## config.mk

```make
export PLATFORM = sky130hd
export DESIGN_NAME = microwire_eeprom_master_core
export DESIGN_NICKNAME = d
export VERILOG_FILES = /design/src/hdl/mwe_pkg.sv /design/src/hdl/mwe_seq.sv /design/src/hdl/mwe_out_reg.sv /design/src/hdl/microwire_eeprom_master_core.sv
export SDC_FILE = /design/constraint.sdc
export NUM_CORES = 1
export LEC_CHECK = 0
export BUFFER_PORTS_ARGS = -buffer_cell sky130_fd_sc_hd__buf_4
export CAP_MARGIN = 20
export CORE_ASPECT_RATIO = 0.5
export CORE_MARGIN = 3
export CORE_UTILIZATION = 40
export CTS_CLUSTER_DIAMETER = 50
export DETAILED_ROUTE_END_ITERATION = 10
export MAX_ROUTING_LAYER = met4
export PLACE_DENSITY = 0.64
export SETUP_SLACK_MARGIN = 0.05
export SLEW_MARGIN = 20
export SYNTH_ARGS = -nofsm -noshare
export SYNTH_HDL_FRONTEND = slang
export SYNTH_SLANG_ARGS = --single-unit
```

## constraint.sdc

```tcl
create_clock -name clk_i -period 2.9 [get_ports clk_i]
set_input_delay 0.58 -clock clk_i [delete_from_list [all_inputs] [get_ports clk_i]]
set_output_delay 0.58 -clock clk_i [all_outputs]
set_load 0.005 [all_outputs]
```

## src/hdl/mwe_pkg.sv

```systemverilog
package mwe_pkg;

  localparam int unsigned ADDR_BITS_DEF = 6;
  localparam int unsigned DATA_BITS_DEF = 16;
  localparam int unsigned CMD_W         = 3;

  typedef enum logic [3:0] {
    PH_IDLE    = 4'd0,
    PH_CMD_LO  = 4'd1,
    PH_CMD_HI  = 4'd2,
    PH_TAIL    = 4'd3,
    PH_RD_HI   = 4'd4,
    PH_RD_FALL = 4'd5,
    PH_WR_LO   = 4'd6,
    PH_WR_HI   = 4'd7,
    PH_DROP    = 4'd8,
    PH_BUSY    = 4'd9
  } phase_e;

  typedef enum logic [CMD_W-1:0] {
    CMD_TICK  = 3'd0,
    CMD_READ  = 3'd1,
    CMD_WRITE = 3'd2,
    CMD_ERASE = 3'd3,
    CMD_EWEN  = 3'd4,
    CMD_EWDS  = 3'd5
  } cmd_e;

  // two-bit opcodes that follow the start bit
  localparam logic [1:0] OP_READ  = 2'b10;
  localparam logic [1:0] OP_WRITE = 2'b01;
  localparam logic [1:0] OP_ERASE = 2'b11;
  localparam logic [1:0] OP_EXT   = 2'b00;

  typedef struct packed {
    logic chip_select;
    logic serial_clock;
    logic serial_data;
    logic ready;
    logic done;
  } pins_t;

endpackage

```

## src/hdl/mwe_seq.sv

```systemverilog
module mwe_seq #(
  parameter int unsigned ADDR_BITS = mwe_pkg::ADDR_BITS_DEF,
  parameter int unsigned DATA_BITS = mwe_pkg::DATA_BITS_DEF
) (
  input  logic                           clk_i,
  input  logic                           rst_ni,
  input  logic                           step_i,
  input  logic [mwe_pkg::CMD_W-1:0]      command_i,
  input  logic [ADDR_BITS-1:0]           address_i,
  input  logic [DATA_BITS-1:0]           write_data_i,
  input  logic                           data_out_pin_i,
  output mwe_pkg::pins_t                 pins_o,
  output logic [DATA_BITS-1:0]           read_data_o
);

  localparam int unsigned FRAME_W = ADDR_BITS + 3;
  localparam int unsigned SHIFT_W = (DATA_BITS > FRAME_W) ? DATA_BITS : FRAME_W;
  localparam int unsigned CNT_W   = $clog2(SHIFT_W);

  mwe_pkg::phase_e              phase_q, phase_d;
  logic [CNT_W-1:0]             bit_count_q, bit_count_d;
  logic [SHIFT_W-1:0]           shift_word_q, shift_word_d;
  logic [mwe_pkg::CMD_W-1:0]    command_latch_q, command_latch_d;
  logic [DATA_BITS-1:0]         read_acc_q, read_acc_d;
  logic [FRAME_W-1:0]           frame;
  logic [1:0]                   opcode;
  logic [ADDR_BITS-1:0]         frame_low;
  logic                         done;
  logic                         start;

  assign start = (command_i == mwe_pkg::CMD_READ) || (command_i == mwe_pkg::CMD_WRITE) ||
                 (command_i == mwe_pkg::CMD_ERASE) || (command_i == mwe_pkg::CMD_EWEN) ||
                 (command_i == mwe_pkg::CMD_EWDS);

  // start bit, opcode, then address (or extended-command pattern), MSB first
  always_comb begin
    opcode    = mwe_pkg::OP_EXT;
    frame_low = '0;
    case (command_i)
      mwe_pkg::CMD_READ: begin
        opcode    = mwe_pkg::OP_READ;
        frame_low = address_i;
      end
      mwe_pkg::CMD_WRITE: begin
        opcode    = mwe_pkg::OP_WRITE;
        frame_low = address_i;
      end
      mwe_pkg::CMD_ERASE: begin
        opcode    = mwe_pkg::OP_ERASE;
        frame_low = address_i;
      end
      mwe_pkg::CMD_EWEN: begin
        frame_low = {2'b11, {(ADDR_BITS-2){1'b0}}};
      end
      default: begin
        frame_low = '0;
      end
    endcase
    frame = {1'b1, opcode, frame_low};
  end

  always_comb begin
    phase_d         = phase_q;
    bit_count_d     = bit_count_q;
    shift_word_d    = shift_word_q;
    command_latch_d = command_latch_q;
    read_acc_d      = read_acc_q;
    done            = 1'b0;
    read_data_o     = '0;
    unique case (phase_q)
      mwe_pkg::PH_IDLE: begin
        if (start) begin
          command_latch_d = command_i;
          shift_word_d    = SHIFT_W'(frame);
          bit_count_d     = CNT_W'(ADDR_BITS + 2);
          if (command_i == mwe_pkg::CMD_READ) begin
            read_acc_d = '0;
          end
          phase_d = mwe_pkg::PH_CMD_LO;
        end
      end
      mwe_pkg::PH_CMD_LO: phase_d = mwe_pkg::PH_CMD_HI;
      mwe_pkg::PH_CMD_HI: begin
        if (bit_count_q != '0) begin
          bit_count_d = bit_count_q - 1'b1;
          phase_d     = mwe_pkg::PH_CMD_LO;
        end else if (command_latch_q == mwe_pkg::CMD_WRITE) begin
          shift_word_d = SHIFT_W'(write_data_i);
          bit_count_d  = CNT_W'(DATA_BITS - 1);
          phase_d      = mwe_pkg::PH_WR_LO;
        end else begin
          phase_d = mwe_pkg::PH_TAIL;
        end
      end
      mwe_pkg::PH_TAIL: begin
        if (command_latch_q == mwe_pkg::CMD_READ) begin
          bit_count_d = CNT_W'(DATA_BITS - 1);
          phase_d     = mwe_pkg::PH_RD_HI;
        end else if (command_latch_q == mwe_pkg::CMD_ERASE) begin
          phase_d = mwe_pkg::PH_DROP;
        end else begin
          done    = 1'b1;
          phase_d = mwe_pkg::PH_IDLE;
        end
      end
      mwe_pkg::PH_RD_HI: phase_d = mwe_pkg::PH_RD_FALL;
      mwe_pkg::PH_RD_FALL: begin
        // sample data-out one tick after the falling edge
        read_acc_d = read_acc_q | (DATA_BITS'(data_out_pin_i) << bit_count_q);
        if (bit_count_q != '0) begin
          bit_count_d = bit_count_q - 1'b1;
          phase_d     = mwe_pkg::PH_RD_HI;
        end else begin
          done        = 1'b1;
          read_data_o = read_acc_d;
          phase_d     = mwe_pkg::PH_IDLE;
        end
      end
      mwe_pkg::PH_WR_LO: phase_d = mwe_pkg::PH_WR_HI;
      mwe_pkg::PH_WR_HI: begin
        if (bit_count_q != '0) begin
          bit_count_d = bit_count_q - 1'b1;
          phase_d     = mwe_pkg::PH_WR_LO;
        end else begin
          phase_d = mwe_pkg::PH_DROP;
        end
      end
      mwe_pkg::PH_DROP: phase_d = mwe_pkg::PH_BUSY;
      mwe_pkg::PH_BUSY: begin
        if (data_out_pin_i) begin
          done    = 1'b1;
          phase_d = mwe_pkg::PH_IDLE;
        end
      end
      default: phase_d = mwe_pkg::PH_IDLE;
    endcase
  end

  // pin levels after this tick
  always_comb begin
    pins_o.chip_select  = (phase_d != mwe_pkg::PH_IDLE) && (phase_d != mwe_pkg::PH_DROP);
    pins_o.serial_clock = (phase_d == mwe_pkg::PH_CMD_HI) || (phase_d == mwe_pkg::PH_RD_HI) ||
                          (phase_d == mwe_pkg::PH_WR_HI);
    pins_o.serial_data  = 1'b0;
    if ((phase_d == mwe_pkg::PH_CMD_LO) || (phase_d == mwe_pkg::PH_CMD_HI) ||
        (phase_d == mwe_pkg::PH_WR_LO) || (phase_d == mwe_pkg::PH_WR_HI)) begin
      pins_o.serial_data = shift_word_d[bit_count_d];
    end
    pins_o.ready = (phase_d == mwe_pkg::PH_IDLE);
    pins_o.done  = done;
  end

  always_ff @(posedge clk_i or negedge rst_ni) begin
    if (!rst_ni) begin
      phase_q         <= mwe_pkg::PH_IDLE;
      bit_count_q     <= '0;
      shift_word_q    <= '0;
      command_latch_q <= '0;
      read_acc_q      <= '0;
    end else if (step_i) begin
      phase_q         <= phase_d;
      bit_count_q     <= bit_count_d;
      shift_word_q    <= shift_word_d;
      command_latch_q <= command_latch_d;
      read_acc_q      <= read_acc_d;
    end
  end

endmodule

```

## src/hdl/mwe_out_reg.sv

```systemverilog
module mwe_out_reg #(
  parameter int unsigned DATA_BITS = mwe_pkg::DATA_BITS_DEF
) (
  input  logic                 clk_i,
  input  logic                 rst_ni,
  input  logic                 load_i,
  input  mwe_pkg::pins_t       pins_i,
  input  logic [DATA_BITS-1:0] read_data_i,
  input  logic                 out_stall_i,
  output logic                 out_valid_o,
  output logic                 busy_o,
  output mwe_pkg::pins_t       pins_o,
  output logic [DATA_BITS-1:0] read_data_o
);

  logic                 valid_q, valid_d;
  mwe_pkg::pins_t       pins_q;
  logic [DATA_BITS-1:0] read_data_q;

  // a waiting beat blocks the next load only while the sink stalls
  assign busy_o  = valid_q && out_stall_i;
  assign valid_d = load_i || busy_o;

  always_ff @(posedge clk_i or negedge rst_ni) begin
    if (!rst_ni) begin
      valid_q <= 1'b0;
    end else begin
      valid_q <= valid_d;
    end
  end

  always_ff @(posedge clk_i) begin
    if (load_i) begin
      pins_q      <= pins_i;
      read_data_q <= read_data_i;
    end
  end

  assign out_valid_o = valid_q;
  assign pins_o      = pins_q;
  assign read_data_o = read_data_q;

endmodule

```

## src/hdl/microwire_eeprom_master_core.sv

```systemverilog
// channel | handshake              | payload
// --------+------------------------+---------------------------------------------
// in      | in_valid_i, in_stall_o | command_i address_i write_data_i
//         |                        | data_out_pin_i
// out     | out_valid_o,           | chip_select_o serial_clock_o serial_data_o
//         | out_stall_i            | ready_res_o done_res_o read_data_o
//
// One tick per clock: the sequencer state advances on the accepting edge and
// the pin levels for that tick are loaded into the result register on that edge.
// Throughput is one tick per cycle while out_stall_i is low.
// in_stall_o rises only while a result beat waits under out_stall_i.
// Reset (rst_ni low, asynchronous) puts the sequencer in idle and empties the
// result register.
module microwire_eeprom_master_core #(
  parameter int unsigned ADDR_BITS = mwe_pkg::ADDR_BITS_DEF,
  parameter int unsigned DATA_BITS = mwe_pkg::DATA_BITS_DEF
) (
  input  logic                      clk_i,
  input  logic                      rst_ni,
  input  logic                      in_valid_i,
  output logic                      in_stall_o,
  input  logic [mwe_pkg::CMD_W-1:0] command_i,
  input  logic [ADDR_BITS-1:0]      address_i,
  input  logic [DATA_BITS-1:0]      write_data_i,
  input  logic                      data_out_pin_i,
  output logic                      out_valid_o,
  input  logic                      out_stall_i,
  output logic                      chip_select_o,
  output logic                      serial_clock_o,
  output logic                      serial_data_o,
  output logic                      ready_res_o,
  output logic                      done_res_o,
  output logic [DATA_BITS-1:0]      read_data_o
);

  logic                 step;
  logic                 busy;
  mwe_pkg::pins_t       seq_pins;
  mwe_pkg::pins_t       out_pins;
  logic [DATA_BITS-1:0] seq_read_data;

  assign in_stall_o = busy;
  assign step       = in_valid_i && !busy;

  mwe_seq #(
    .ADDR_BITS (ADDR_BITS),
    .DATA_BITS (DATA_BITS)
  ) u_seq (
    .clk_i          (clk_i),
    .rst_ni         (rst_ni),
    .step_i         (step),
    .command_i      (command_i),
    .address_i      (address_i),
    .write_data_i   (write_data_i),
    .data_out_pin_i (data_out_pin_i),
    .pins_o         (seq_pins),
    .read_data_o    (seq_read_data)
  );

  mwe_out_reg #(
    .DATA_BITS (DATA_BITS)
  ) u_out (
    .clk_i       (clk_i),
    .rst_ni      (rst_ni),
    .load_i      (step),
    .pins_i      (seq_pins),
    .read_data_i (seq_read_data),
    .out_stall_i (out_stall_i),
    .out_valid_o (out_valid_o),
    .busy_o      (busy),
    .pins_o      (out_pins),
    .read_data_o (read_data_o)
  );

  assign chip_select_o  = out_pins.chip_select;
  assign serial_clock_o = out_pins.serial_clock;
  assign serial_data_o  = out_pins.serial_data;
  assign ready_res_o    = out_pins.ready;
  assign done_res_o     = out_pins.done;

endmodule

```

* Yosys cells after proc, flatten, opt, wreduce, memory -nomap -nowiden
Index checks and enable logic that the tools add are counted.
** Storage, ports and cells
- Input bits :: 30
- Word-level logic and storage cells :: 97
- Register bits after elaboration :: 65
** Operators by class
- Magnitude comparators :: 1
- Bitwise operators :: 2
- Reduce and logical (&&, ||, !) cells :: 24
- Shifts and indexed selects :: 1
- Equality and inequality tests :: 25
- Add/subtract/negate cells :: 1
- Muxes and demuxes :: 31
** Operators by type and width (number)
- 16-bit 2-to-1 mux :: 5
- 16-bit one-hot mux with 2 select lines :: 2
- 4-bit 2-to-1 mux :: 11
- 4-bit one-hot mux with 10 select lines :: 1
- 4-bit by 3-bit == test with 1-bit output (second input constant) :: 7
- 16-bit bitwise OR :: 1
- 4-bit one-hot mux with 4 select lines :: 1
- 1-bit by 4-bit << shifter with 16-bit output :: 1
- 3-bit by 2-bit == test with 1-bit output (second input constant) :: 4
- 4-bit by 2-bit == test with 1-bit output (second input constant) :: 3
- 6-bit one-hot mux with 2 select lines :: 1
- 1-bit logical OR :: 10
- 4-bit by 1-bit == test with 1-bit output (second input constant) :: 2
- 4-bit == test (second input constant) :: 2
- 4-bit zero test :: 2
- 4-bit nonzero test :: 2
- 3-bit by 1-bit == test with 1-bit output (second input constant) :: 2
- 3-bit == test (second input constant) :: 2
- 3-bit 2-to-1 mux :: 2
- 2-bit one-hot mux with 3 select lines :: 1
- 4-bit by 5-bit less-than comparator with 1-bit output (second input constant) :: 1
- 1-bit 2-to-1 mux :: 5
- 1-bit binary-select mux with 4-bit select :: 1
- 2-bit by 1-bit inequality test with 1-bit output (second input constant) :: 2
- other kinds (11) :: 14

* Depth between registers and ports, before layout
- Word-level depth :: 11
- Gate-level depth with buffers :: 13
- Depth with buffers taken out :: 10

* Modules after synthesis
Synthesis repeated with hierarchy kept, for this count alone.
** Unflattened totals
- Cell total of the unflattened synthesis :: 331
- Area, all modules :: 3355.7 um^2
** By module, submodules not included
- mwe_seq :: cells each 306, times used 1, area an instance 2672.6 um^2
- mwe_out_reg :: cells each 24, times used 1, area an instance 669.4 um^2
- microwire_eeprom_master_core :: cells each 1, times used 1, area an instance 13.8 um^2

* Worst setup path after synthesis
OpenSTA, ideal clock, no wires.
- Path kind :: register -> register
- Start point :: register u_seq.bit_count_q[1]
- End point :: register u_out.pins_q (netlist bit u_out.pins_o[2]) (data pin)
- Setup slack :: 0.013 ns
- Data required time :: 2.633 ns
- Arrival time :: 2.620 ns
- Cell stages (with the launch flop) :: 12
- Buffers on the path :: 1
- Period minus slack after synthesis :: 2.887 ns
- Cells stage by stage :: dfrtp_1 -> clkbuf_1 -> inv_1 -> ha_1 -> or3b_4 -> a22oi_1 -> or4_4 -> a211oi_4 -> nand3b_1 -> a31oi_1 -> o22a_1 -> o221ai_2
** Between the ends
- Longest elaborated chain between the ends :: 7
- Elaborated cells on any way between the ends :: 23
- Those cells by class :: add/sub: 1; eq/ne: 4; mux: 14; reduce/logical: 4
** Ends and longest elaborated chain
- start: declaration :: line mwe_seq.sv:21 : logic [CNT_W-1:0] bit_count_q, bit_count_d;
- start signal: assignment :: line mwe_seq.sv:162 : bit_count_q <= bit_count_d;
- parallel branches: the longest is 7 deep, another holds 4-bit by 1-bit subtractor with 4-bit output
- end signal: assignment :: line mwe_out_reg.sv:34 : pins_q <= pins_i;
- end: declaration :: line mwe_out_reg.sv:17 : mwe_pkg::pins_t pins_q;
Several ways; the timed one is not identified. The select of a mux whose other input is x is not followed.
A chain may end at the register's enable or synchronous reset.

* Worst setup path in the final report
- Start point :: register u_seq.bit_count_q[0]
- End point :: register u_out.pins_q (netlist bit u_out.pins_o[2]) (data pin)
Same word-level chain as after synthesis.

==> parameters.txt <==
Parameter                              Value

Run status
  Result of the run    finished clean

Logic synthesis
  Post-synth EDFFs    21
  Fraction of registers with async set/reset    0.677
  Mapped Nets    380
  Number of synthesis warnings    0
  Cell area after synthesis    0.00349 sq mm
  List of most frequent post-synthesis cells    44 x dfrtp_1, 36 x nand2_1, 35 x a21oi_1
  Synth Flop Type    dfrtp_1
  Yosys top cell by area    dfrtp_1
  Top post-synthesis cells by area    dfrtp_1 32%, edfxtp_1 18%, a21oi_1 5.0%
  Portion of synthesized cell area occupied by the leading cell type    0.316
  Number of cells produced by synthesis    348
  Post-synthesis area per instance    10.0 sq um
  Top-count cell post-synth    dfrtp_1
  Distinct cell type count of the synthesized netlist    66
  Fraction of the yosys area taken by sequential cells    0.497
  Total of flip-flops plus latches after synthesis    65

STA
  Post-layout min period    2800 ps
  Setup repair after global routing missed its margin    yes
  Total count of max-transition violations in the final report    0
  Part of the cycle the worst path needs    0.966
  Number of hold violations in the final report    0
  Maximum frequency from static timing analysis    357 MHz
  Max-slew headroom at the worst pin    0.608
  Worst-Margin Slew    587 ps
  Fin Clk Skew    around 6.5 ps
  # setup viols final    0
  Minimum hold slack    approximately 240 ps

Clock tree
  Root Driver    clkbuf_16
  H-tree level count    3
  Clock insertion delay at the later pin of the skew report    330 ps
  TritonCTS Buffers    9
  Hold bufs inserted after CTS    0
  TritonCTS clock tree    built
  Total number of clock tree sinks    65
  CTS clock-pin slew for the worst setup and hold paths    60 ps
  Largest buffer count on any clock path    2

Setup path
  Slowest cell on the critical path    or4_4
  Element type at the critical path start    flop
  Worst-path cell chain    inv_2, ha_4, or3b_4, a22oi_2, or4_4, a211oi_4, nor2b_2, a211o_1, o22a_1, o221ai_2
  Kind of end point of the critical path    flop
  Cell family with the largest share of critical-path delay    simple AND/OR/NAND/NOR gates
  Required time reported for the critical path endpoint    slightly below 3000 ps
  Largest driver fanout on the critical path    6
  Worst Path Class, Setup    flop to flop
  Max incr delay on CP    530 ps
  Number of buffers and inverters on the critical path    1
  Signal arrival time at the worst endpoint    2880 ps

Finish
  Number of fillers in the final layout    771
  Post-layout instance area    approximately 0.0045 sq mm
  Count of inserted antenna diode cells    0
  Layout area overhead    29.2%
  Final instance count without filler cells    534
  Net count, final    449
  Core occupancy in the finished layout    0.547
  Layout cell share with drive strength beyond 1    0.301

Job
  Max_cap viols    0

Floorplan
  Ports placed on the boundary    53
  Effective utilization at floorplan    0.424
  Die Width    138 um
  Core area    0.00823 sq mm
  Die Area    0.00994 sq mm
  Height of the die    a little over 70 um
  Cell Rows    23

Placement
  Weighted congestion reported at the end of routability-driven placement    0.941
  Dpl hpwl    6.50 mm
  Instance area at placement    0.00411 sq mm
  Total of buffers placed on input and output ports    52
  Number of placed cells counting well taps    between 500 and 600

Detailed routing
  Iteration-0 DRC count of the detailed router    210
  Routed via count    ~3000
  Post-detailed-route DRC marker count    0
  Post-route antenna net violation count    0
  First-pass iteration count of the detailed router    5
  Vias per cell    between 5 and 6
  Total routed wirelength    8.96 mm
  Routed wirelength normalized by instance count    16.8 um

Power and ir drop
  Leakage    around 0.002 uW
  Flop pwr share    0.282
  Net Sw Frac    0.366
  Power share of the combinational group    0.452
  P_int    2980 uW
  Portion of total power attributed to the clock network    0.265
  PnR Total Power    roughly 4700 uW
  Switching Power    between 1500 and 2000 uW
  Worst supply voltage drop on vdd    between 400 and 500 uV
  Power per cell area    1040 mW/mm^2

Global routing
  Global-route wire length before repair    14.9 mm
  Maximum number of pins on one net before global-route repair    between 40 and 50
  Number of antenna violations at the first check in global routing    0
  GRT Resource Usage Total    0.194
  Via count of the first global-routing pass    2970
  Remaining global-route overflow    0

Min path
  Worst hold path type    input pin to asynchronous set/reset pin
through the flow:
| step | setup TNS [ps] | worst slack, ps |
|---|---|---|
| floorplan | 0 | 133 |
| global placement | 0 | 91.0 |
| detailed placement | 0 | 23.7 |
| CTS | 0 | 106 |
| global route | -17.0 | -17.0 |
| finish | 0 | 98.1 |
state kept, by name (all words and copies together) (netlist names):
name	cells
u_seq.read_acc_q	16
u_seq.phase_q	4
u_seq.command_latch_q	3
u_out.pins_o	5
u_seq.bit_count_q	4
u_seq.shift_word_q	16
u_out.read_data_o	16
u_out.out_valid_o	1
area by class of cell:
type / instances / area [sq um] / area share
Clock inverter: 6 / 115 / 0.0255
Multi-Input combinational cell: 248 / 1630 / 0.362
Timing Repair Buffer: 82 / 619 / 0.137
Sequential cell: 65 / 1730 / 0.384
Clock buffer: 10 / 229 / 0.0508
Inverter: 11 / 41.3 / 0.00916
Tap cell: 112 / 140 / 0.0311
cells by family (layout without fill, tap and decap cells):
kind of cell,after synthesis,count (layout),synth area share
AOI/OAI and AO/OA,109,109,0.217
muxes,11,11,0.0334
adders and majority gates,2,2,0.00718
and+or+nand+nor,125,125,0.196
DFF,65,65,0.497
xor gates and xnor gates,1,1,0.00251
buffers and inverters,35,109,0.0481
power groups by stage:
| stage | Combinational, uW | Clock (uW) | Sequential, uW |
|---|---|---|---|
| 5_1_grt | 2310 | 1310 | 1350 |
| 6_report | 2120 | 1250 | 1330 |
| 3_3_place_gp | 1970 | 0 | 1320 |
| 3_5_place_dp | 2000 | 0 | 1340 |
| 4_1_cts | 2020 | 1270 | 1320 |
| 2_1_floorplan | 1400 | 0 | 1280 |
layout by cell type, fill, tap and decap left out, types with 2 or more instances in the layout:
master and count:
buf_4 81, nand2b_1 7, o21ai_1 2, and2_1 4, nor4_4 2, clkbuf_16 9, nand3_1 3, bufinv_16 3
nor3b_1 5, nor3_1 4, a221oi_1 2, a211o_1 4, dfrtp_1 44, and3_1 9, mux2_2 5, edfxtp_1 21
or4_4 2, o31ai_1 3, mux2i_1 6, a22o_1 17, nor2_1 34, inv_1 9, a21oi_1 35, a221oi_2 2
nand2_1 36, o21ai_0 22, a22oi_1 3, nor4_1 2
repair_timing:
item,4_1_cts,5_1_grt
setup endpoints to repair,0,1
setup buffers,0,1
resized for setup,0,9
worst paths after layout:
check                                           start  slack (ps)               endpoint  depth (start not counted)
worst min-delay path                           rst_ni         240   u_seq.read_acc_q[13]                          1
worst min register to register  u_seq.shift_word_q[8]         490  u_seq.shift_word_q[8]                          2
min in group clk_i                         in_valid_i         450      u_out.out_valid_o                          2
worst max-delay path             u_seq.bit_count_q[0]         100        u_out.pins_o[2]                         10
worst max register to register   u_seq.bit_count_q[0]         100        u_out.pins_o[2]                         10
max in group asynchronous                      rst_ni        2250  u_seq.shift_word_q[0]                          1
per-layer routing:
metal,vias up,track usage,routed length (um)
met4,0,0.0493,77
met1,1435,0.254,4320
met3,10,0.0586,497
met5,-,-,0
met2,101,0.298,4070
li1,1418,-,-
Note: power is estimated with default switching activity, not from simulation.
